$ cat src/hdl/mdfp_pkg.sv
// ============================================================================
// Motor drive fault protection package
// Command codes, register indexes, fixed constants and the input
// transaction type shared by the protection block.
// ============================================================================
package mdfp_pkg;

    // Command codes carried in the cmd field of an input transaction
    localparam logic [2:0] CMD_CURRENT = 3'd0;
    localparam logic [2:0] CMD_BUS     = 3'd1;
    localparam logic [2:0] CMD_TEMP    = 3'd2;
    localparam logic [2:0] CMD_GATE    = 3'd3;
    localparam logic [2:0] CMD_STOP    = 3'd4;
    localparam logic [2:0] CMD_CLEAR   = 3'd5;

    // Configuration register indexes
    localparam logic [1:0] REG_CURRENT_LIMIT = 2'd0;
    localparam logic [1:0] REG_BUS_NOMINAL   = 2'd1;
    localparam logic [1:0] REG_BUS_TOLERANCE = 2'd2;
    localparam logic [1:0] REG_TEMP_LIMIT    = 2'd3;

    // Configuration reset values
    localparam logic [14:0] CURRENT_LIMIT_RST = 15'd16000;
    localparam logic [13:0] BUS_NOMINAL_RST   = 14'd8640;
    localparam logic [13:0] BUS_TOLERANCE_RST = 14'd1600;
    localparam logic [10:0] TEMP_LIMIT_RST    = 11'd1000;

    // Fault flag bit positions
    localparam int FLT_OVERCURRENT = 0;
    localparam int FLT_MAX_CURRENT = 1;
    localparam int FLT_OVERVOLT    = 2;
    localparam int FLT_UNDERVOLT   = 3;
    localparam int FLT_OVERHEAT    = 4;

    // Brake chopper constants (630 V start, 80 V span in 1/16 V units)
    localparam logic [10:0] DUTY_FULL   = 11'd1024;
    localparam logic [10:0] DUTY_MIN    = 11'd102;
    localparam logic [13:0] BRAKE_START = 14'd10080;
    // Largest reduction that still leaves the duty at or above the minimum
    localparam logic [12:0] DUTY_CUT_MAX = 13'd922;
    // ceil(2^18 / 5): exact floor(x / 5) for every x below 2^15
    localparam logic [15:0] RECIP_FIFTH = 16'd52429;

    // Near-limit counter trips when it goes past this value
    localparam logic [3:0] NEAR_TRIP = 4'd10;

    typedef struct packed {
        logic [2:0]         cmd;
        logic signed [15:0] phase_a;
        logic signed [15:0] phase_b;
        logic signed [15:0] phase_c;
        logic [13:0]        bus_voltage;
        logic signed [11:0] temperature;
        logic               enable_pin;
        logic               stop_value;
    } item_t;

endpackage

$ cat src/hdl/motor_drive_fault_protection.sv
// Path: a transaction is held in the input register, then its result in the result register.
// Throughput: one transaction per cycle while results are taken; the input and result registers
// let a new transaction enter while the previous result waits to be taken.
// Reset (rst_n, asynchronous, active low): stop set, brake released, no faults, fan off,
// near-limit count zero, brake duty at full scale, configuration at its default values.
// No clearing pass is needed; the block is ready as soon as reset is released.
// ============================================================================
// Motor drive fault protection
// Checks phase currents, DC bus voltage and heatsink temperature of a
// three-phase inverter, latches sticky fault flags, drives the stop and
// brake outputs, the cooling fan and the brake chopper duty.
// ============================================================================
module motor_drive_fault_protection
(
    input  logic               clk,
    input  logic               rst_n,

    // Configuration write port
    input  logic               cfg_write,
    input  logic [1:0]         cfg_index,
    input  logic [14:0]        cfg_data,

    // Input channel
    input  logic               in_valid,
    output logic               in_ready,
    input  logic [2:0]         cmd,
    input  logic signed [15:0] phase_a,
    input  logic signed [15:0] phase_b,
    input  logic signed [15:0] phase_c,
    input  logic [13:0]        bus_voltage,
    input  logic signed [11:0] temperature,
    input  logic               enable_pin,
    input  logic               stop_value,

    // Result channel
    output logic               out_valid,
    input  logic               out_ready,
    output logic               stop,
    output logic               brake_active,
    output logic [4:0]         fault_flags,
    output logic               fan_on,
    output logic [10:0]        brake_duty
);
    import mdfp_pkg::*;

    // ------------------------------------------------------------------
    // Configuration registers. The user must write them only while the block is idle;
    // the block itself does not enforce this, and the processing logic reads them directly.
    // ------------------------------------------------------------------
    logic [14:0] current_limit_reg;
    logic [13:0] bus_nominal_reg;
    logic [13:0] bus_tolerance_reg;
    logic [10:0] temp_limit_reg;

    always_ff @(posedge clk or negedge rst_n)
    begin
        if (!rst_n)
        begin
            current_limit_reg <= CURRENT_LIMIT_RST;
            bus_nominal_reg   <= BUS_NOMINAL_RST;
            bus_tolerance_reg <= BUS_TOLERANCE_RST;
            temp_limit_reg    <= TEMP_LIMIT_RST;
        end
        else if (cfg_write)
        begin
            case (cfg_index)
                REG_CURRENT_LIMIT: current_limit_reg <= cfg_data;
                REG_BUS_NOMINAL:   bus_nominal_reg   <= cfg_data[13:0];
                REG_BUS_TOLERANCE: bus_tolerance_reg <= cfg_data[13:0];
                REG_TEMP_LIMIT:    temp_limit_reg    <= cfg_data[10:0];
                default:           ;
            endcase
        end
    end

    // ------------------------------------------------------------------
    // Handshake. The input register holds one transaction; it moves into
    // the result register, and updates the protection state, whenever the
    // result register is empty or its contents are being taken this cycle.
    // ------------------------------------------------------------------
    item_t item_reg;
    logic  item_valid_reg;
    logic  out_valid_reg;
    logic  out_free;
    logic  advance;

    assign out_free = !out_valid_reg || out_ready;
    assign advance  = item_valid_reg && out_free;
    assign in_ready = !item_valid_reg || advance;

    always_ff @(posedge clk or negedge rst_n)
    begin
        if (!rst_n)
        begin
            item_valid_reg <= 1'b0;
        end
        else if (in_ready)
        begin
            item_valid_reg <= in_valid;
        end
    end

    always_ff @(posedge clk)
    begin
        if (in_ready && in_valid)
        begin
            item_reg.cmd         <= cmd;
            item_reg.phase_a     <= phase_a;
            item_reg.phase_b     <= phase_b;
            item_reg.phase_c     <= phase_c;
            item_reg.bus_voltage <= bus_voltage;
            item_reg.temperature <= temperature;
            item_reg.enable_pin  <= enable_pin;
            item_reg.stop_value  <= stop_value;
        end
    end

    // ------------------------------------------------------------------
    // Protection state
    // ------------------------------------------------------------------
    logic        stop_reg,      stop_next;
    logic        brake_reg,     brake_next;
    logic [4:0]  fault_reg,     fault_next;
    logic [3:0]  near_cnt_reg,  near_cnt_next;
    logic        fan_reg,       fan_next;
    logic [10:0] duty_reg,      duty_next;

    // ------------------------------------------------------------------
    // Current checks. A sample is near the limit when 10|x| > 9L and over
    // it when |x| > L. Magnitudes need 17 bits because of the most
    // negative sample.
    // ------------------------------------------------------------------
    function automatic logic [16:0] magnitude(input logic signed [15:0] x);
        logic signed [16:0] wide;
        wide = {x[15], x};
        return x[15] ? 17'(-wide) : 17'(wide);
    endfunction

    logic [16:0] mag_a, mag_b, mag_c;
    logic [19:0] near_thresh;
    logic        cur_near;
    logic        cur_over;
    logic [3:0]  near_inc;

    assign mag_a       = magnitude(item_reg.phase_a);
    assign mag_b       = magnitude(item_reg.phase_b);
    assign mag_c       = magnitude(item_reg.phase_c);
    assign near_thresh = 20'(current_limit_reg) * 20'd9;
    assign cur_near    = (20'(mag_a) * 20'd10 > near_thresh)
                      || (20'(mag_b) * 20'd10 > near_thresh)
                      || (20'(mag_c) * 20'd10 > near_thresh);
    assign cur_over    = (mag_a > 17'(current_limit_reg))
                      || (mag_b > 17'(current_limit_reg))
                      || (mag_c > 17'(current_limit_reg));
    assign near_inc    = near_cnt_reg + 4'd1;

    // ------------------------------------------------------------------
    // Bus checks. The under-voltage test is written as v + T < N so that
    // it never fires when the tolerance exceeds the nominal value.
    // ------------------------------------------------------------------
    logic        bus_over;
    logic        bus_under;
    logic [12:0] brake_excess;
    logic [14:0] brake_excess_x4;
    logic [30:0] fifth_prod;
    logic [12:0] duty_cut;
    logic [10:0] duty_calc;

    assign bus_over  = 15'(item_reg.bus_voltage)
                     > 15'(bus_nominal_reg) + 15'(bus_tolerance_reg);
    assign bus_under = 15'(item_reg.bus_voltage) + 15'(bus_tolerance_reg)
                     < 15'(bus_nominal_reg);

    // Duty falls by 4/5 of a count per 1/16 V above the brake start level;
    // the divide by five is a multiply by a scaled reciprocal.
    assign brake_excess    = 13'(item_reg.bus_voltage - BRAKE_START);
    assign brake_excess_x4 = {brake_excess, 2'b00};
    assign fifth_prod      = 31'(brake_excess_x4) * 31'(RECIP_FIFTH);
    assign duty_cut        = fifth_prod[30:18];

    always_comb
    begin
        if (item_reg.bus_voltage < BRAKE_START)
        begin
            duty_calc = DUTY_FULL;
        end
        else if (duty_cut > DUTY_CUT_MAX)
        begin
            duty_calc = DUTY_MIN;
        end
        else
        begin
            duty_calc = DUTY_FULL - duty_cut[10:0];
        end
    end

    // ------------------------------------------------------------------
    // Temperature checks: fan on above 3/8 of the limit, off below 27/80,
    // the off test taking priority.
    // ------------------------------------------------------------------
    logic signed [19:0] temp_ext;
    logic signed [19:0] limit_ext;
    logic               fan_set;
    logic               fan_clr;
    logic               temp_over;

    assign temp_ext  = 20'(item_reg.temperature);
    assign limit_ext = $signed({9'd0, temp_limit_reg});
    assign fan_set   = (temp_ext <<< 3) > limit_ext * 20'sd3;
    assign fan_clr   = temp_ext * 20'sd80 < limit_ext * 20'sd27;
    assign temp_over = temp_ext > limit_ext;

    // ------------------------------------------------------------------
    // Next-state logic for the transaction in the input register
    // ------------------------------------------------------------------
    logic gate_stop;

    assign gate_stop = stop_reg || (fault_reg != 5'd0);

    always_comb
    begin
        stop_next     = stop_reg;
        brake_next    = brake_reg;
        fault_next    = fault_reg;
        near_cnt_next = near_cnt_reg;
        fan_next      = fan_reg;
        duty_next     = duty_reg;
        case (item_reg.cmd)
            CMD_CURRENT:
            begin
                if (cur_near)
                begin
                    if (near_inc > NEAR_TRIP)
                    begin
                        near_cnt_next               = 4'd0;
                        stop_next                   = 1'b1;
                        fault_next[FLT_OVERCURRENT] = 1'b1;
                    end
                    else
                    begin
                        near_cnt_next = near_inc;
                    end
                end
                if (cur_over)
                begin
                    stop_next                   = 1'b1;
                    fault_next[FLT_MAX_CURRENT] = 1'b1;
                end
            end
            CMD_BUS:
            begin
                if (bus_over)
                begin
                    stop_next                 = 1'b1;
                    fault_next[FLT_OVERVOLT]  = 1'b1;
                end
                if (bus_under)
                begin
                    stop_next                 = 1'b1;
                    fault_next[FLT_UNDERVOLT] = 1'b1;
                end
                duty_next = duty_calc;
            end
            CMD_TEMP:
            begin
                if (fan_set)
                begin
                    fan_next = 1'b1;
                end
                if (fan_clr)
                begin
                    fan_next = 1'b0;
                end
                if (temp_over)
                begin
                    stop_next                = 1'b1;
                    fault_next[FLT_OVERHEAT] = 1'b1;
                end
            end
            CMD_GATE:
            begin
                // A stopped or faulted drive asserts the brake; a running drive with
                // the enable pin low stops but leaves the brake for the
                // next gate evaluation.
                if (gate_stop)
                begin
                    stop_next  = 1'b1;
                    brake_next = 1'b1;
                end
                else if (item_reg.enable_pin)
                begin
                    stop_next  = 1'b0;
                    brake_next = 1'b0;
                end
                else
                begin
                    stop_next = 1'b1;
                end
            end
            CMD_STOP:
            begin
                stop_next = item_reg.stop_value;
            end
            CMD_CLEAR:
            begin
                fault_next = 5'd0;
            end
            default:
            begin
                // Unused command codes only report the current state.
            end
        endcase
    end

    always_ff @(posedge clk or negedge rst_n)
    begin
        if (!rst_n)
        begin
            stop_reg     <= 1'b1;
            brake_reg    <= 1'b0;
            fault_reg    <= 5'd0;
            near_cnt_reg <= 4'd0;
            fan_reg      <= 1'b0;
            duty_reg     <= DUTY_FULL;
        end
        else if (advance)
        begin
            stop_reg     <= stop_next;
            brake_reg    <= brake_next;
            fault_reg    <= fault_next;
            near_cnt_reg <= near_cnt_next;
            fan_reg      <= fan_next;
            duty_reg     <= duty_next;
        end
    end

    // ------------------------------------------------------------------
    // Result register: a snapshot of the state after each transaction,
    // held until the downstream side takes it.
    // ------------------------------------------------------------------
    logic        res_stop_reg;
    logic        res_brake_reg;
    logic [4:0]  res_fault_reg;
    logic        res_fan_reg;
    logic [10:0] res_duty_reg;

    always_ff @(posedge clk or negedge rst_n)
    begin
        if (!rst_n)
        begin
            out_valid_reg <= 1'b0;
        end
        else if (out_free)
        begin
            out_valid_reg <= item_valid_reg;
        end
    end

    always_ff @(posedge clk)
    begin
        if (advance)
        begin
            res_stop_reg  <= stop_next;
            res_brake_reg <= brake_next;
            res_fault_reg <= fault_next;
            res_fan_reg   <= fan_next;
            res_duty_reg  <= duty_next;
        end
    end

    assign out_valid    = out_valid_reg;
    assign stop         = res_stop_reg;
    assign brake_active = res_brake_reg;
    assign fault_flags  = res_fault_reg;
    assign fan_on       = res_fan_reg;
    assign brake_duty   = res_duty_reg;

    // ------------------------------------------------------------------
    // Assertions
    // ------------------------------------------------------------------
    // The near-limit counter wraps to zero on trip and never rests above it.
    assert property (@(posedge clk) disable iff (!rst_n)
        near_cnt_reg <= NEAR_TRIP)
    else $error("near-limit counter above trip value");

    // The brake duty always stays inside its clamp window.
    assert property (@(posedge clk) disable iff (!rst_n)
        out_valid_reg |-> (brake_duty >= DUTY_MIN) && (brake_duty <= DUTY_FULL))
    else $error("brake duty outside clamp window");

    // A clear-faults transaction leaves no fault flag behind.
    assert property (@(posedge clk) disable iff (!rst_n)
        advance && (item_reg.cmd == CMD_CLEAR) |=> (fault_reg == 5'd0))
    else $error("fault flags not cleared");

    // Gate evaluation with a latched fault always stops and brakes.
    assert property (@(posedge clk) disable iff (!rst_n)
        advance && (item_reg.cmd == CMD_GATE) && (fault_reg != 5'd0)
        |=> stop_reg && brake_reg)
    else $error("gate evaluation with fault did not stop and brake");

    // A result appears only in the cycle after a transaction left the input register.
    assert property (@(posedge clk) disable iff (!rst_n)
        $rose(out_valid_reg) |-> $past(advance))
    else $error("result without a processed transaction");

endmodule
$ cat config.mk
export PLATFORM = sky130hd
export DESIGN_NAME = motor_drive_fault_protection
export DESIGN_NICKNAME = d
export VERILOG_FILES = /design/src/hdl/mdfp_pkg.sv /design/src/hdl/motor_drive_fault_protection.sv
export SDC_FILE = /design/constraint.sdc
export NUM_CORES = 1
export LEC_CHECK = 0
export BUFFER_PORTS_ARGS = -buffer_cell sky130_fd_sc_hd__buf_2
export CAP_MARGIN = 0
export CORE_MARGIN = 2
export CORE_UTILIZATION = 58
export DETAILED_ROUTE_END_ITERATION = 7
export HOLD_SLACK_MARGIN = 0.02
export PLACE_DENSITY = 0.75
export RECOVER_POWER = 100
export SLEW_MARGIN = 20
export SYNTH_ARGS = -nofsm -noshare
export SYNTH_HDL_FRONTEND = slang
export SYNTH_SLANG_ARGS = --single-unit
$ cat constraint.sdc
create_clock -name clk -period 11.7 [get_ports clk]
set_clock_uncertainty 0.2 [all_clocks]
set_input_delay 1.755 -clock clk [delete_from_list [all_inputs] [get_ports clk]]
set_output_delay 1.755 -clock clk [all_outputs]
set_load 0.01 [all_outputs]
==> metrics.txt <==
Synth top area share=0.267; Routability Congestion=0.937; peak supply drop=around 0.46 mV; # port buffers=between 100 and 150; Final setup viols=0; Yosys reg bits=between 150 and 200; Netlist Area Pre-Place=between 0.02 and 0.025 mm²; nets=around 2900; vias=16500; initial core utilization=0.588; Crit Path Category=reg2reg; Max-Cap Viols=3; worst hold path class=reg2reg; Sink Count=177; Routed WL per cell=~19 µm; Cell Pwr Density=a little under 300 mW/mm²; sequential fraction of design power=0.138; grt ovf=0; DR WL met3=about 1.8 mm; die outline height=between 150 and 200 µm; RSZ-0062 raised after global routing=false; DRC Markers=0; status=finished with violations; sequential-to-total area share from yosys stat=0.237; top sig layer=met4; cts bufs inserted=17; Top Ports=roughly 120; final hold violation count=0; DP HPWL=roughly 42 mm; CP Launch Type=flip-flop; post-DR vias/cell=roughly 6.0; Sw Ratio=0.513; Pwr Total=~6.5 mW; Critical Path AT=between 7 and 8 ns; Core Region=0.0355 mm²; ANT nets after route=0; synth warn=0; syn avg cell area=9.64 µm²; Reg clk slew, reported paths=around 0.07 ns; required time worst endpoint=between 10 and 15 ns; reg2reg setup slack=around 4.0 ns; Max clock buf depth=2; fin util=0.637; failing checks=capacitance limit, slew limit; Distinct cells, synth=80; post-route clock period utilization=0.660; die area=0.0375 mm²; H-tree lvl count=4; layout cells sized above 1=0.0986; initial antenna violation count=2; CTS tree=built; fmax=0.129 GHz; synth top area cells=ha_1 27%, edfxtp_1 14%, fa_1 7.6%; Die Wd=just under 200 µm; Max FO, Critical Path=20; hold bufs inserted after CTS=0; initial drt markers=862; largest net degree at the start of global routing=80; first-pass GRT wire length=about 85 mm; Post-synth EDFFs=98; Worst slew margin=-1.34; Synth Flop Type=edfxtp_1; Largest register FFs=79; Pleak=between 10 and 15 nW; num rows=between 60 and 70; Initial DRT Pass Iterations=7; net switching power figure=about 3.4 mW; Internal=~3.2 mW; met1 WL=about 23 mm; worst skew pair latency=between 0.4 and 0.5 ns; Post-CTS Setup Inserts=0; Async SR Flop Fraction=0.446; vias in the first global route=16900; final WL=around 52 mm; power share of the combinational group=0.764; Area Growth Syn to Fin=8.28%; wire length on met2=~26 mm; Root Buffer=clkbuf_16; post-synthesis cell count=roughly 2200; # resized after CTS=0; Setup crit end kind=flip-flop; cell taking the most area after synthesis=ha_1; min Tclk post-route=a little under 8 ns; Clock Power Share=0.098; setup TNS=0 ns; Worst Tran Pin Value=around 3.5 ns; All-Layer GR Usage=0.281; Slew Limit Fails=146
[power by group through the flow]
| stage | clock network, mW | registers (mW) | logic [mW] |
|---|---|---|---|
| finish | 0.640 | 0.898 | 4.99 |
| detailed placement | 0 | 0.908 | 4.90 |
| CTS | 0.648 | 0.897 | 4.96 |
| global placement | 0 | 0.903 | 4.77 |
| global route | 0.675 | 0.917 | 5.62 |
| floorplan | 0 | 0.880 | 3.74 |
[worst max-delay path, stage by stage (launching register included)]
cell       delay (ns)
edfxtp_1         0.53
ha_1             0.30
o2111ai_1        0.25
xnor2_1          0.20
inv_1            0.13
xnor2_1          0.29
inv_1            0.10
fa_1             0.57
fa_1             0.44
fa_1             0.49
fa_1             0.51
inv_1            0.04
ha_1             0.36
a21o_1           0.19
o21bai_1         0.15
nand4_1          0.18
o21ai_0          0.46
xor2_1           0.40
inv_1            0.13
ha_1             0.20
and3b_1          0.21
o211ai_1         0.09
a21oi_1          0.18
a41oi_1          0.12
clkbuf_1         0.39
a32o_1           0.39
[cell usage after synthesis, types with 21 or more instances]
cell type / n
o21ai_0: 112
edfxtp_1: 98
nor3_1: 35
nand3_1: 43
inv_1: 270
xnor2_1: 115
a21o_1: 58
xor2_1: 39
nand4_1: 24
nand2b_1: 25
dfrtp_1: 58
fa_1: 79
nor2_1: 89
ha_1: 445
nand2_1: 116
o21a_1: 24
a21oi_1: 116
mux2_2: 46
dfstp_2: 21
[through the flow]
step,setup WS [ns],area (µm²),instances,hold WS (ns)
2_1_floorplan,5.14,20900,2168,0.252
3_3_place_gp,4.47,22000,2731,0.262
3_5_place_dp,4.33,22000,2731,0.270
6_report,3.98,22600,2766,0.281
5_1_grt,3.40,22600,2766,0.308
4_1_cts,4.31,22700,2763,0.282
[area by class of cell]
type | count | area, µm²
Antenna cell | 2 | 5.00
Clock buffer | 20 | 489
Clock inverter | 12 | 163
Fill cell | 3017 | 12900
Inverter | 271 | 1020
Multi-Input combinational cell | 1697 | 14800
Sequential cell | 177 | 4950
Tap cell | 461 | 577
Timing Repair Buffer | 126 | 582
[kinds of logic (layout without fill, tap and decap cells)]
family | Yosys count | after routing | share of synthesized area
simple gates | 459 | 459 | 0.115
buf+inv | 294 | 429 | 0.0531
flops | 177 | 177 | 0.237
xor+xnor | 154 | 154 | 0.0646
mux | 49 | 49 | 0.0263
other cells | 1 | 5 | 0.000180
compound gates | 508 | 508 | 0.161
fa+ha+maj | 524 | 524 | 0.343
[metal layers]
metal	vias up	GRT usage
met5	-	0
met3	90	0.0377
met2	354	0.509
li1	8097	-
met1	7987	0.345
met4	0	0.0913
[cell usage in the layout (no fill, tap or decap), drive strengths merged, types with 13 or more instances in the layout]
cell / instances
a2111oi: 13
a211oi: 20
a21o: 58
a21oi: 117
a31oi: 17
and3: 19
buf: 87
clkbuf: 59
dfrtp: 58
dfstp: 21
edfxtp: 98
fa: 79
ha: 445
inv: 277
mux2: 46
nand2: 116
nand2b: 25
nand3: 43
nand4: 24
nor2: 89
nor2b: 17
nor3: 35
o211ai: 15
o21a: 24
o21ai: 112
o21bai: 17
o31ai: 19
or2: 13
or3: 13
xnor2: 115
xor2: 39
[final timing paths]
path,from,to,cells after the start
max,item_reg[19],brake_duty[9],25
min,duty_reg[10],duty_reg[10],2
max reg2reg,item_reg[19],brake_duty[9],25
min reg2reg,duty_reg[10],duty_reg[10],2
max in group asynchronous,rst_n,bus_tolerance_reg[2],2
min in group asynchronous,rst_n,duty_reg[5],1
Power figures use the tool's default switching activity.
